==> config.mk <==
export PLATFORM = sky130hd
export DESIGN_NAME = bbrs_ctrl
export DESIGN_NICKNAME = d
export VERILOG_FILES = /design/src/hdl/bbrs_pkg.sv /design/src/hdl/bbrs_ctrl.sv
export SDC_FILE = /design/constraint.sdc
export NUM_CORES = 1
export LEC_CHECK = 0
export BUFFER_PORTS_ARGS = -buffer_cell sky130_fd_sc_hd__buf_2
export CORE_ASPECT_RATIO = 0.8
export CORE_MARGIN = 5
export CORE_UTILIZATION = 40
export DETAILED_ROUTE_END_ITERATION = 8
export SYNTH_ARGS = -nofsm -noshare
export SYNTH_HDL_FRONTEND = slang
export SYNTH_SLANG_ARGS = --single-unit
==> constraint.sdc <==
create_clock -name clock -period 3.8 [get_ports clock]
set_clock_uncertainty 0.05 [all_clocks]
set_input_delay 0.19 -clock clock [delete_from_list [all_inputs] [get_ports clock]]
set_output_delay 0.19 -clock clock [all_outputs]
set_load 0.03 [all_outputs]
==> src/hdl/bbrs_pkg.sv <==
// Shared types and constants for the buffer-based bitrate selector.
package bbrs_pkg;

   localparam int LADDER_ENTRIES = 8;
   localparam int LADDER_IDX_W   = (LADDER_ENTRIES > 1) ? $clog2(LADDER_ENTRIES) : 1;
   localparam int LADDER_CNT_W   = $clog2(LADDER_ENTRIES + 1);

   // request action codes
   localparam logic [1:0] ACT_BUFFER   = 2'd0;
   localparam logic [1:0] ACT_DOWNLOAD = 2'd1;
   localparam logic [1:0] ACT_WRITE    = 2'd2;

   // register indexes
   localparam logic [2:0] CSR_LOW_THR  = 3'd0;
   localparam logic [2:0] CSR_HIGH_THR = 3'd1;
   localparam logic [2:0] CSR_MIN_RATE = 3'd2;
   localparam logic [2:0] CSR_MAX_RATE = 3'd3;
   localparam logic [2:0] CSR_STARTUP  = 3'd4;
   localparam logic [2:0] CSR_PENALTY  = 3'd5;
   localparam logic [2:0] CSR_LADDER_N = 3'd6;
   localparam logic [2:0] CSR_INIT_TPT = 3'd7;

   localparam logic [19:0] RST_LOW_THR  = 20'd10000;
   localparam logic [19:0] RST_HIGH_THR = 20'd45000;
   localparam logic [19:0] RST_MIN_RATE = 20'd100;
   localparam logic [19:0] RST_MAX_RATE = 20'd20000;
   localparam logic [19:0] RST_STARTUP  = 20'd3000;
   localparam logic [19:0] RST_PENALTY  = 20'd5000;

   // bytes * 8e6 * 256 -> Q24.8 kbps numerator
   localparam logic [30:0] SAMPLE_SCALE = 31'd2048000000;
   localparam logic [7:0]  EST_KEEP     = 8'd179;
   localparam logic [7:0]  EST_GAIN     = 8'd77;
   // floor(x/5) = (x * RECIP5) >> 34 for 32-bit x
   localparam logic [31:0] RECIP5       = 32'hCCCCCCCD;

   localparam int DIV_STEPS = 63;
   localparam int DIV_CNT_W = 6;

   typedef enum logic [10:0] {
      ST_IDLE   = 11'b00000000001,
      ST_D_MUL  = 11'b00000000010,
      ST_D_DIV  = 11'b00000000100,
      ST_D_MIX  = 11'b00000001000,
      ST_B_PREP = 11'b00000010000,
      ST_B_DIV  = 11'b00000100000,
      ST_B_FIN  = 11'b00001000000,
      ST_B_CAPM = 11'b00010000000,
      ST_B_CAP  = 11'b00100000000,
      ST_B_SCAN = 11'b01000000000,
      ST_B_RSP  = 11'b10000000000
   } bbrs_state_type;

   typedef struct packed {
      logic capture;
      logic div_load_dl;
      logic buf_prep;
      logic div_step;
      logic mix;
      logic tgt_fin;
      logic cap_mul;
      logic cap_min;
      logic scan_step;
      logic commit;
   } bbrs_cmd_type;

   typedef struct packed {
      logic dur_zero;
      logic tgt_clamped;
      logic div_last;
      logic scan_done;
      logic rsp_busy;
   } bbrs_sts_type;

endpackage

==> src/hdl/bbrs_ctrl.sv <==
// Sequencer for the bitrate selector: decodes requests and steps the datapath.
module bbrs_ctrl (
   input  logic                  clock,
   input  logic                  reset,
   input  logic                  req_valid,
   output logic                  req_ready,
   input  logic [1:0]            req_action,
   input  bbrs_pkg::bbrs_sts_type sts,
   output bbrs_pkg::bbrs_cmd_type cmd
);
   import bbrs_pkg::*;

   bbrs_state_type state_ff, state_in;
   logic           accept;

   assign req_ready = (state_ff == ST_IDLE);
   assign accept    = req_valid && req_ready;

   always_comb begin
      state_in = state_ff;
      cmd      = '0;
      case (state_ff)
         ST_IDLE: begin
            if (accept) begin
               cmd.capture = 1'b1;
               if (req_action == ACT_BUFFER) state_in = ST_B_PREP;
               else if (req_action == ACT_DOWNLOAD && !sts.dur_zero) state_in = ST_D_MUL;
            end
         end
         ST_D_MUL: begin
            cmd.div_load_dl = 1'b1;
            state_in        = ST_D_DIV;
         end
         ST_D_DIV: begin
            cmd.div_step = 1'b1;
            if (sts.div_last) state_in = ST_D_MIX;
         end
         ST_D_MIX: begin
            cmd.mix  = 1'b1;
            state_in = ST_IDLE;
         end
         ST_B_PREP: begin
            cmd.buf_prep = 1'b1;
            state_in     = sts.tgt_clamped ? ST_B_CAPM : ST_B_DIV;
         end
         ST_B_DIV: begin
            cmd.div_step = 1'b1;
            if (sts.div_last) state_in = ST_B_FIN;
         end
         ST_B_FIN: begin
            cmd.tgt_fin = 1'b1;
            state_in    = ST_B_CAPM;
         end
         ST_B_CAPM: begin
            cmd.cap_mul = 1'b1;
            state_in    = ST_B_CAP;
         end
         ST_B_CAP: begin
            cmd.cap_min = 1'b1;
            state_in    = ST_B_SCAN;
         end
         ST_B_SCAN: begin
            if (sts.scan_done) state_in = ST_B_RSP;
            else cmd.scan_step = 1'b1;
         end
         ST_B_RSP: begin
            if (!sts.rsp_busy) begin
               cmd.commit = 1'b1;
               state_in   = ST_IDLE;
            end
         end
         default: state_in = ST_IDLE;
      endcase
   end

   always_ff @(posedge clock) begin
      if (reset) state_ff <= ST_IDLE;
      else state_ff <= state_in;
   end

endmodule

==> out/qor.txt <==
biggest regs: state_ff (11)
cell breakdown of the critical path: nor4_4 -> nand2_1 -> nor4b_2 -> buf_2
fraction of registers with async set/reset: 0%
crit share post-route: 59.7%
gpl congestion: 0.785
Post-CTS Setup Repair Bufs: 0
largest net degree at the start of global routing: 12
Reg clk slew, reported paths: 70 ps
total grt overflow: 0
Max-slew headroom: 67.7%
DRT Pass-1 Iters: 4
Min Clock Period, post-route: 2270 ps
Post-synth EDFFs: 0
clock tree from TritonCTS: built
Final setup viols: 0
nets@finish: 127
sequential share of power: 38.8%
status: finished, final reports clean
Logic pwr share: 38.8%
Leak: 0.000378 µW
WP data required: 3560 ps
CTS Buf Count: 3
clk sinks: 11
DR WL/cell: 14.6 µm
final core area utilization: 44.3%
vias in the first global route: 744
critical-path maximum fanout: 11
Hold Slack: 44.0 ps
Startpoint Class: flop
GRT Resource Usage Total: 14.4%
P&R area growth vs syn: 8.93%
Switching Share: 42.6%
clk buf depth: 2
Main synth FF type: dfxtp_1
total number of vias: 807
Die Wd: 61.7 µm
ANT nets after route: 0
placed cells: 137
mapped cell area: 855 µm²
cts repair resizes: 0
Worst-Margin Slew: 484 ps
first-pass GRT wire length: 3440 µm
layout cells sized above 1: 28.4%
maxcap violations: 0
number of diodes: 0
Layout Cells excl Fill: 141
most frequent cells in the layout: buf_2, dfxtp_1, nor3_1, nand2_1
CTS H-Tree Depth: 1
dpl ws: 1800 ps
worst hold path type: input port to flop
Yosys top cell area share: 25.8%
Peak VDD IR: 0.267 mV
Yosys top cell by area: dfxtp_1
Psw: 163 µW
Initial Utilization: 40.7%
Max Slew Vio Count: 0
Slowest-stage cell, CP: nor4_4
Hold-fix buffers, CTS: 0
input/output buffers: 20
Core Area: 0.00210 mm²
Worst Path Arrival: 2030 ps
DR vias/cell: 5.72
Rows: 15
initial antenna violation count: 0
Die ar.: 0.00317 mm²
Synth Net Count: 109
Biggest register: state_ff
Mapped Cells: 99
commonest non-fill, non-tap cell in the layout: buf_2
final hold vios: 0
Iteration-0 DRC Markers: 26
Post-route DRC: 0
Post-DP HPWL: 1600 µm
post-synthesis sequential area ratio: 25.8%
count of cell types in the netlist: 41
clock root buffer: clkbuf_4
CP endpoint kind: primary output
setup TNS: 0 ps
DIE HEIGHT: 51.3 µm
Power Density: 410 mW/mm²
critical path class: flop to primary output
RSZ-0062 raised after global routing: no
flops & latches, synth: 11
Synth area leaders: dfxtp_1, nor4_4, nor3_1
Post-Route WL: 2060 µm
fin worst setup slack: 1530 ps
Synth Area per Inst: 8.63 µm²
slowest cell delay on critical path: 520 ps
num ports: 21
latest clock arrival within the worst-skew pair: 280 ps
Max Freq: 441 MHz
Yosys warnings: 0
fillers: 229
Int Power: 219 µW
max reg flops: 11
part of the power in the clock network: 22.4%
layer usage:
layer  vias to the layer above  track usage [%]  wire [µm]
met2                        33             21.1        888
met5                         -                0          0
met3                         2             5.05        158
met1                       361             20.5        998
met4                         0             2.12         10
li1                        411                -          -
stage by stage:
| step | cell area, µm² | total power [µW] |
|---|---|---|
| final | 931 | 382 |
| after floorplan | 855 | 271 |
| after global routing | 931 | 409 |
| after CTS | 931 | 385 |
| after detailed placement | 903 | 299 |
| after global placement | 903 | 296 |
cell usage after synthesis, types with 2 or more instances:
cell and instances:
dfxtp_1 11, nor4_1 7, nand2_1 8, nand2b_1 3, nor2_1 7, nor3_1 10
clkbuf_8 3, nor4b_1 2, a2111oi_0 2, nor4_4 3, nand3b_1 2, and2_1 3
a21oi_1 5, xor2_1 2, inv_1 4, buf_6 2
kinds of logic (layout without fill, tap and decap cells):
logic type	count (synthesis)	after routing	share of synthesized area, %
compound gates	19	19	16.8
xor+xnor	3	3	3.08
simple gates	55	55	42.9
flops	11	11	25.8
buf+inv	11	28	11.4
power groups by stage:
stage / sequential, µW / combinational [µW] / clock [µW]
6_report: 148 / 148 / 85.7
5_1_grt: 151 / 165 / 92.9
4_1_cts: 148 / 150 / 87.4
3_5_place_dp: 151 / 149 / 0
3_3_place_gp: 149 / 147 / 0
2_1_floorplan: 132 / 139 / 0
area by class of cell:
cell class              instances  area (µm²)  share of cell area (%)
clock buffers                   3        22.5                    2.42
clock inverters                 1        5.00                   0.538
inverters                       4        15.0                    1.61
multi-input cells              77         537                    57.7
flip-flops and latches         11         220                    23.7
well taps                      25        31.3                    3.36
repair buffers                 20         100                    10.8
final timing paths:
kind                  from      endpoint  slack, ps  cells after the start
max            state_ff[1]        cmd[3]       1530                      4
max reg2reg    state_ff[1]   state_ff[4]       1870                      5
min reg2reg   state_ff[10]  state_ff[10]        540                      2
min          req_action[0]   state_ff[4]         40                      2
worst max-delay path, delay by kind of cell, from the launching register on:
| family | cells | cell delay, ps |
|---|---|---|
| and+or+nand+nor | 3 | 1050 |
| buffers and inverters | 1 | 240 |
| DFF | 1 | 460 |
Note: power is estimated with default switching activity, not from simulation.
